[src/rtl/ntps_pkg.sv]
// Shared constants, types and state codes for the prime table sieve.
`timescale 1ns / 1ps
package ntps_pkg;
    localparam int TABLE_DEPTH = 65536;
    localparam int ADDR_W      = $clog2(TABLE_DEPTH);
    localparam int KNOWN_W     = ADDR_W + 1;
    localparam int PRIME_W     = 20;
    localparam int CAND_W      = PRIME_W + 1;
    localparam int INDEX_W     = 21;
    localparam int STEP_W      = $clog2(PRIME_W + 1);

    localparam logic [CAND_W-1:0] PRIME_LIMIT = CAND_W'((64'd1 << PRIME_W) - 64'd1);

    // Control and status between the sequencer and the remainder unit
    typedef struct packed {
        logic               start;
        logic [PRIME_W-1:0] dividend;
        logic [PRIME_W-1:0] divisor;
    } mod_req_t;

    typedef struct packed {
        logic busy;
        logic done;
        logic rem_zero;
    } mod_rsp_t;

    typedef enum logic [3:0] {
        ST_IDLE,
        ST_HIT,
        ST_NEXT,
        ST_RD,
        ST_LOAD,
        ST_SQ,
        ST_DIV,
        ST_APPEND,
        ST_DONE
    } seq_state_t;
endpackage

[src/rtl/ntps_mod.sv]
// Bit-serial remainder unit: one quotient bit per cycle.
`timescale 1ns / 1ps
module ntps_mod (
    input  logic              aclk,
    input  logic              aresetn,
    input  ntps_pkg::mod_req_t req,
    output ntps_pkg::mod_rsp_t rsp
);
    import ntps_pkg::*;

    logic               active_reg, active_next;
    logic               done_reg, done_next;
    logic [STEP_W-1:0]  cnt_reg, cnt_next;
    logic [PRIME_W-1:0] rem_reg, rem_next;
    logic [PRIME_W-1:0] dvd_reg, dvd_next;
    logic [PRIME_W-1:0] dvs_reg, dvs_next;
    logic [PRIME_W:0]   trial;

    // One restoring step per cycle
    always_comb begin
        active_next = active_reg;
        done_next   = 1'b0;
        cnt_next    = cnt_reg;
        rem_next    = rem_reg;
        dvd_next    = dvd_reg;
        dvs_next    = dvs_reg;
        trial       = {rem_reg, dvd_reg[PRIME_W-1]};
        if (req.start && !active_reg) begin
            active_next = 1'b1;
            cnt_next    = '0;
            rem_next    = '0;
            dvd_next    = req.dividend;
            dvs_next    = req.divisor;
        end else if (active_reg) begin
            if (trial >= {1'b0, dvs_reg}) begin
                rem_next = PRIME_W'(trial - {1'b0, dvs_reg});
            end else begin
                rem_next = trial[PRIME_W-1:0];
            end
            dvd_next = {dvd_reg[PRIME_W-2:0], 1'b0};
            cnt_next = cnt_reg + 1'b1;
            if (cnt_reg == STEP_W'(PRIME_W - 1)) begin
                active_next = 1'b0;
                done_next   = 1'b1;
            end
        end
    end

    always_ff @(posedge aclk) begin
        if (!aresetn) begin
            active_reg <= 1'b0;
            done_reg   <= 1'b0;
            cnt_reg    <= '0;
        end else begin
            active_reg <= active_next;
            done_reg   <= done_next;
            cnt_reg    <= cnt_next;
        end
    end

    always_ff @(posedge aclk) begin
        rem_reg <= rem_next;
        dvd_reg <= dvd_next;
        dvs_reg <= dvs_next;
    end

    assign rsp.busy     = active_reg;
    assign rsp.done     = done_reg;
    assign rsp.rem_zero = (rem_reg == '0);
endmodule
[config.mk]
export PLATFORM = sky130hd
export DESIGN_NAME = ntps_mod
export DESIGN_NICKNAME = d
export VERILOG_FILES = /design/src/rtl/ntps_pkg.sv /design/src/rtl/ntps_mod.sv
export SDC_FILE = /design/constraint.sdc
export NUM_CORES = 1
export LEC_CHECK = 0
export BUFFER_PORTS_ARGS = -buffer_cell sky130_fd_sc_hd__buf_2
export CORE_MARGIN = 1.5
export CORE_UTILIZATION = 30
export CTS_BUF_LIST = sky130_fd_sc_hd__clkbuf_2 sky130_fd_sc_hd__clkbuf_4 sky130_fd_sc_hd__clkbuf_8
export DETAILED_ROUTE_END_ITERATION = 10
export GPL_TIMING_DRIVEN = 0
export HOLD_SLACK_MARGIN = 0.12
export MAX_ROUTING_LAYER = met4
export PLACE_DENSITY_LB_ADDON = 0.2
export REMOVE_ABC_BUFFERS = 1
export SLEW_MARGIN = 20
export SYNTH_ARGS = -nofsm -noshare
export SYNTH_HDL_FRONTEND = slang
export SYNTH_SLANG_ARGS = --single-unit
[constraint.sdc]
create_clock -name aclk -period 6.1 [get_ports aclk]
set_clock_uncertainty 0.15 [all_clocks]
set_input_delay 0.915 -clock aclk [delete_from_list [all_inputs] [get_ports aclk]]
set_output_delay 0.915 -clock aclk [all_outputs]
set_load 0.03 [all_outputs]
== Word-level counts from Yosys, hierarchy flattened ==
Cells that the tools add are included.
W data, S select, Z words.
Operators by class
  $add $sub $neg: 2
  magnitude comparators: 1
  equal/unequal tests: 1
  multiplexer cells: 7
  bitwise logic cells: 2
  reductions and logical operators: 6
Operators with widths (number)
  $mux W20: 3
  $ge A21 B20 Y1: 1
  $logic_not A20 Y1: 1
  $sub A20 B20 Y20: 1
  $add A5 B1 Y5 const B: 1
  $eq A5 B5 Y1 const B: 1
  $mux W1: 4
  $reduce_or A3 Y1: 1
  $not A1 Y1: 2
  $reduce_bool A2 Y1: 1
  $reduce_or A2 Y1: 1
  $logic_and A1 B1 Y1: 1
  $logic_not A1 Y1: 1
Word-level totals
  flip-flop bits (word level): 67
  input bits: 43
  output and inout bits: 3
  logic and storage cells: 25

== Longest topological paths before layout ==
Gate-level depths: netlist (run 1).
  depth after elaboration: 4
  depth in mapped cells: 11
  depth with buffers taken out: 11

== Worst setup path after synthesis (run 1) ==
Ideal clock, no wire load.
  path kind: input port to flip-flop
  from: input port req[40] in the netlist's numbering
  to: register dvd_reg[11], data pin
  setup time: 0.260 ns
  data arrival time: 2.366 ns
  data required time: 5.690 ns
  setup slack: 3.324 ns
  cell stages on the path: 3
  path buffers: 1
  cells stage by stage: nor2b_1 clkbuf_1 mux2_2
Between the ends
  cells in the longest elaborated chain, start to end: 2
RTL lines
  start: declaration: RTL line ntps_mod.sv:6  | input ntps_pkg::mod_req_t req,
  $logic_and A1 B1 Y1: RTL line ntps_mod.sv:28  | if (req.start && !active_reg) begin
  $mux W20: RTL line ntps_mod.sv:28
  named net dvd_next[11]: RTL line ntps_mod.sv:15  | logic [PRIME_W-1:0] dvd_reg, dvd_next;
  end signal: assignment: RTL line ntps_mod.sv:63  | dvd_reg <= dvd_next;
  end: declaration: RTL line ntps_mod.sv:15
The timed path passes the listed nets, and every way through them passes these cells.
A chain may end at the register's enable or synchronous reset.

== Worst setup path in the final report (run 1) ==
  from: register rem_reg[0]
  to: register rem_reg[0]
Between the ends
  cells in the longest elaborated chain, start to end: 2
RTL lines
  start: declaration: RTL line ntps_mod.sv:14  | logic [PRIME_W-1:0] rem_reg, rem_next;
  start signal: assignment: RTL line ntps_mod.sv:62  | rem_reg <= rem_next;
  $ge A21 B20 Y1: RTL line ntps_mod.sv:35  | if (trial >= {1'b0, dvs_reg}) begin
  $mux W20: RTL line ntps_mod.sv:35
Every way passes these cells.

==> results.json, run 1 <==
{
  "grt_pass1_wl_um": 14100,
  "worst_setup_path_start_kind": "flip-flop",
  "leakagePower_nw": 1.83,
  "portBuffers": 45,
  "ant_nets": 0,
  "diodes": 0,
  "grt_pass1_vias": 2860,
  "setup_viol": 0,
  "routedWlPerCell_um": 14.3,
  "finalCriticalPeriod_ns": 3.18,
  "crit_required_ns": 6.22,
  "final_nets": 479,
  "n_fill_cell": 1307,
  "crit_type": "flip-flop to flip-flop",
  "status": "completed",
  "netlist_top_cells_count": "40 x edfxtp_1, 35 x nand3_1, 29 x nand2_1",
  "post-route-util_pct": 35.4,
  "synth.distinct_cells": 63,
  "cts_max_level": 3,
  "drt_pass1_iterations": 4,
  "post_cts_buffers": 0,
  "tns_ns": 0,
  "final-seq-area_um2": 1740,
  "crit_path_max_fanout": 21,
  "hpwl_um": 6020,
  "gp_congestion": 0.853,
  "vias": 2929,
  "wl_um": 8420,
  "fmax_mhz": 315,
  "fp.dieW_um": 116,
  "synth_area_um2": 3830,
  "cellPowerDensity_nw_per_um2": 243,
  "yosysSeqAreaShare_pct": 45.5,
  "antenna_found_initial": 0,
  "overflow": 0,
  "hold_violations": 0,
  "cts_tree": "done",
  "cts_resized": 0,
  "die_area_um2": 13400,
  "cts_root_buf": "clkbuf_8",
  "clk_latency_ns": 0.38,
  "cts-buffers-inserted": 9,
  "rows": 41,
  "synth.avg_cell_area_um2": 10.1,
  "hold_class": "flip-flop to flip-flop",
  "vias_per_cell": 4.96,
  "cp_cell_sequence": "ha_1 > nor2b_1 > o2111ai_1 > nand3_1 > a221oi_1 > a21o_1 > mux2i_1 > a22o_1",
  "cts.clk_slew.worst_paths_ns": 0.08,
  "synth-seq-cells": 67,
  "crit_path_end_kind": "flip-flop",
  "multi_input_area_um2": 1880,
  "async_flop_share_pct": 0,
  "yosysTopAreaCellShare_pct": 31.4,
  "yosysMostFrequentCell": "edfxtp_1",
  "grtUsageTotal_pct": 14.2,
  "grt_setup_unrepaired": "false",
  "io-pin-count": 46,
  "timing.final.crit_share_pct": 52.1,
  "start_util_pct": 30.6,
  "cpPeakStageDelay_ns": 0.72,
  "synth_edf_count": 40,
  "post-route-drc-count": 0,
  "peakVddDrop_uv": 168,
  "fp.dieH_um": 116,
  "synth.area.top_cells": "edfxtp_1 31%, dfxtp_1 14%, ha_1 6.9%",
  "synthFlopType": "edfxtp_1",
  "ys.warnings.count": 0,
  "arrival_ns": 3.30,
  "placeableCoreArea_um2": 12500,
  "cts_num_sinks": 67,
  "slowest_stage": "a21o_1",
  "yosysTopAreaCell": "edfxtp_1",
  "clk_path_buf_depth": 2,
  "grt_start_max_net_pins": 39,
  "slew-limit-headroom_pct": 45.4,
  "area_growth_pct": 15.7,
  "hold_buffers": 0,
  "final_layout_size_suffix_gt1_share_pct": 22.4,
  "postSynthCellCount": 379,
  "drt_iter0_drc": 106,
  "worst_pin_slew_ns": 0.819,
  "slew_viol_final": 0,
  "drv_cap": 0
}
[cell type report]
class                      instances  area share (%)
inverter                          28            2.37
clock inverter                     7            1.89
tap                              172            4.86
multi-input combinational        260            42.4
clock buffer                       9            2.80
timing repair buffer              48            6.33
sequential                        67            39.4
[placed cells by master, fill, tap and decap left out, drive strengths merged, types with 3 or more instances in the layout]
master / instances
o211ai: 3
nand2: 29
a32oi: 9
buf: 48
xor2: 7
nor2b: 3
o21ai: 13
and3: 3
a31oi: 5
a21oi: 14
nor4b: 3
dfxtp: 27
nand3: 36
a21o: 7
nor4: 5
edfxtp: 40
inv: 31
clkbuf: 9
nor3: 4
nor2: 20
a211oi: 7
nand4: 4
a22oi: 3
xnor2: 9
mux2: 19
ha: 21
a311oi: 3
[stage by stage]
step / hold WS [ns] / instances / total power [mW] / instance area, µm² / worst slack (ns)
after floorplan: 0.318 / 355 / 0.637 / 3710 / 2.53
after global placement: 0.342 / 572 / 0.681 / 4150 / 1.33
after detailed placement: 0.342 / 575 / 0.687 / 4220 / 2.89
after CTS: 0.355 / 591 / 1.10 / 4430 / 2.88
after global routing: 0.386 / 591 / 1.13 / 4430 / 2.63
final: 0.353 / 591 / 1.08 / 4430 / 2.92
[critical path, delay by kind of cell (launching register included)]
kind | cells | cell delay [ns]
fa+ha+maj | 1 | 0.28
simple gates | 2 | 0.39
compound gates | 4 | 1.63
mux | 1 | 0.16
flops | 1 | 0.46
[layer usage]
layer / vias to the layer above / wire length [µm] / track usage [%]
li1: 1484 / - / -
met1: 1374 / 4000 / 17.4
met2: 55 / 3880 / 21.9
met3: 16 / 355 / 3.92
met4: 0 / 191 / 6.42
met5: - / 0 / -
[final timing paths]
kind | from | end | slack (ns) | cells past startpoint
setup / recovery | rem_reg[0] | rem_reg[0] | 2.92 | 8
hold / removal | rem_reg[9] | rem_reg[9] | 0.35 | 2
setup reg to reg | rem_reg[0] | rem_reg[0] | 2.92 | 8
hold reg to reg | rem_reg[9] | rem_reg[9] | 0.35 | 2
[where the power goes]
group,internal [mW],switching [mW],total [mW]
combinational,0.0667,0.0826,0.149
sequential,0.514,0.0121,0.526
clock,0.196,0.207,0.402
total,0.776,0.301,1.08
[logic make-up (layout without fill, tap and decap cells)]
kind of cell | count (synthesis) | after routing | synth area share, %
XOR/XNOR | 16 | 16 | 3.66
buffers and inverters | 52 | 92 | 5.79
AO/OA/AOI/OAI | 82 | 82 | 15.8
adder cells (fa/ha/maj) | 22 | 22 | 7.39
AND/OR/NAND/NOR | 119 | 119 | 15.7
flip-flops | 67 | 67 | 45.5
multiplexers | 21 | 21 | 6.11
Note: power is estimated with default switching activity, not from simulation.
==> inputs of run 2 (changes only) <==
- clock period: 6.1 -> 2.95 ns (I/O delays scaled with it)
==> results.json, run 2 (synthesis gave the netlist of run 1 again) <==
{
  "status": "completed",
  "grt_start_max_net_pins": 39,
  "setup_ws_ns": 0.143,
  "clk_latency_ns": 0.38,
  "gp_congestion": 0.853,
  "final_area_um2": 4730,
  "r2r_start": "rem_reg[0]",
  "crit_buf_inv": 0,
  "grt_setup_unrepaired": "true",
  "grtUsageTotal_pct": 14.6,
  "clk_path_buf_depth": 2,
  "fp.dieH_um": 116,
  "vias": 3006,
  "rr_worst_depth": 8,
  "dpl_cell_area_um2": 4220,
  "placeableCoreArea_um2": 12500,
  "preCtsSetupSlack_ns": -0.255,
  "instances_no_fill": 616,
  "endpoint": "rem_reg[0]",
  "slowest_stage": "a221oi_2",
  "cts_root_buf": "clkbuf_8",
  "worst_setup_path_start_kind": "flip-flop",
  "area_growth_pct": 23.5,
  "cp_cell_sequence": "ha_1 > nor2b_1 > o2111ai_1 > nand3_1 > a221oi_2 > a21o_4 > mux2i_1 > a22o_1",
  "path_depth": 8,
  "crit_family": "compound AO/OA/AOI/OAI gates",
  "crit_path_end_kind": "flip-flop",
  "reg2reg_slack_ns": 0.14,
  "start_util_pct": 30.6,
  "post-route-drc-count": 0,
  "rows": 41,
  "peakVddDrop_uv": 348,
  "worstSetupStartpoint": "rem_reg[0]",
  "cpPeakStageDelay_ns": 0.48,
  "cts_tree": "done",
  "finalCriticalPeriod_ns": 2.81,
  "drv_cap": 0,
  "hold_violations": 0,
  "setup_viol": 0,
  "io-pin-count": 46,
  "dpl.cell_count": 575,
  "arrival_ns": 2.98,
  "crit_required_ns": 3.12,
  "cts_num_sinks": 67,
  "final_nets": 504,
  "crit_path_max_fanout": 21,
  "grt_pass1_vias": 2989,
  "slew-limit-headroom_pct": 48.8,
  "slew_viol_final": 0,
  "drt_iter0_drc": 101,
  "timing.rr.end": "rem_reg[0]",
  "hold_class": "input port to flip-flop",
  "n_fill_cell": 1297,
  "portBuffers": 45,
  "p_total_mw": 2.27,
  "grt_pass1_wl_um": 14500,
  "leakagePower_nw": 1.95,
  "cts-buffers-inserted": 9,
  "final_layout_size_suffix_gt1_share_pct": 24.3,
  "die_area_um2": 13400,
  "timing.final.crit_share_pct": 95.2,
  "antenna_found_initial": 0,
  "cts.clk_slew.worst_paths_ns": 0.08,
  "routedWlPerCell_um": 14.1,
  "diodes": 0,
  "ant_nets": 0,
  "drt_pass1_iterations": 4,
  "vias_per_cell": 4.88,
  "hpwl_um": 6020,
  "mostFrequentLayoutCells": "45 x buf_2, 40 x edfxtp_1, 35 x nand3_1",
  "wl_um": 8690,
  "layout_commonest_cell": "buf_2",
  "crit_type": "flip-flop to flip-flop",
  "overflow": 0,
  "fp.dieW_um": 116,
  "cts_max_level": 3,
  "fmax_mhz": 356,
  "cellPowerDensity_nw_per_um2": 480,
  "worst_pin_slew_ns": 0.767
}
## run 2: worst reg2reg max path, cell delays in order (launching register included)
cell,delay (ns)
dfxtp_1,0.47
ha_1,0.29
nor2b_1,0.14
o2111ai_1,0.25
nand3_1,0.26
a221oi_2,0.48
a21o_4,0.36
mux2i_1,0.22
a22o_1,0.14
## run 2: how the worst min path moves through the flow
stage | startpoint | end | slack [ns] | cells after the start
final | aresetn | active_reg | 0.14 | 3
after global routing | aresetn | active_reg | 0.13 | 3
after CTS | aresetn | active_reg | 0.13 | 3
after detailed placement | rem_reg[9] | rem_reg[9] | 0.34 | 2
after global placement | cnt_reg[4] | cnt_reg[4] | 0.34 | 2
after floorplan | rem_reg[8] | rem_reg[8] | 0.32 | 2
## run 2: where the power goes
| group | switching (mW) | internal (mW) |
|---|---|---|
| clock network | 0.433 | 0.405 |
| registers | 0.0253 | 1.06 |
| logic | 0.180 | 0.163 |
## run 2: stage by stage
stage               hold slack [ns]  TNS, ns  utilization (%)
detailed placement            0.342    -2.67             33.7
CTS                           0.132        0             37.3
finish                        0.139        0             37.8
global placement              0.342   -99.94             33.2
global route                  0.130  -0.0456             37.8
floorplan                     0.318   -21.16                -
## run 2: layout make-up
cell class | count | area [µm²] | area share (%)
clock inverter | 7 | 83.8 | 1.77
multi-input combinational | 260 | 1940 | 41.0
inverter | 28 | 105 | 2.22
tap | 172 | 215 | 4.55
clock buffer | 9 | 124 | 2.62
sequential | 67 | 1740 | 36.9
timing repair buffer | 73 | 518 | 11.0
## run 2: per-layer routing
| metal | up-vias | part of all wire [%] | wire length [µm] | global-route usage, % |
|---|---|---|---|---|
| met4 | 0 | 2.2 | 189 | 6.50 |
| li1 | 1532 | - | - | - |
| met2 | 49 | 46 | 3970 | 22.9 |
| met3 | 16 | 3.8 | 326 | 3.82 |
| met1 | 1409 | 48 | 4200 | 17.5 |
| met5 | - | 0 | 0 | - |
## run 2: timing repair
item                                    in CTS  in global routing
gates resized for setup                      6                  6
hold buffers                                20                  0
endpoints found under the setup margin      20                  9
endpoints found under the hold margin       20                  0
setup buffers                                1                  4
pin swaps                                    2                  4
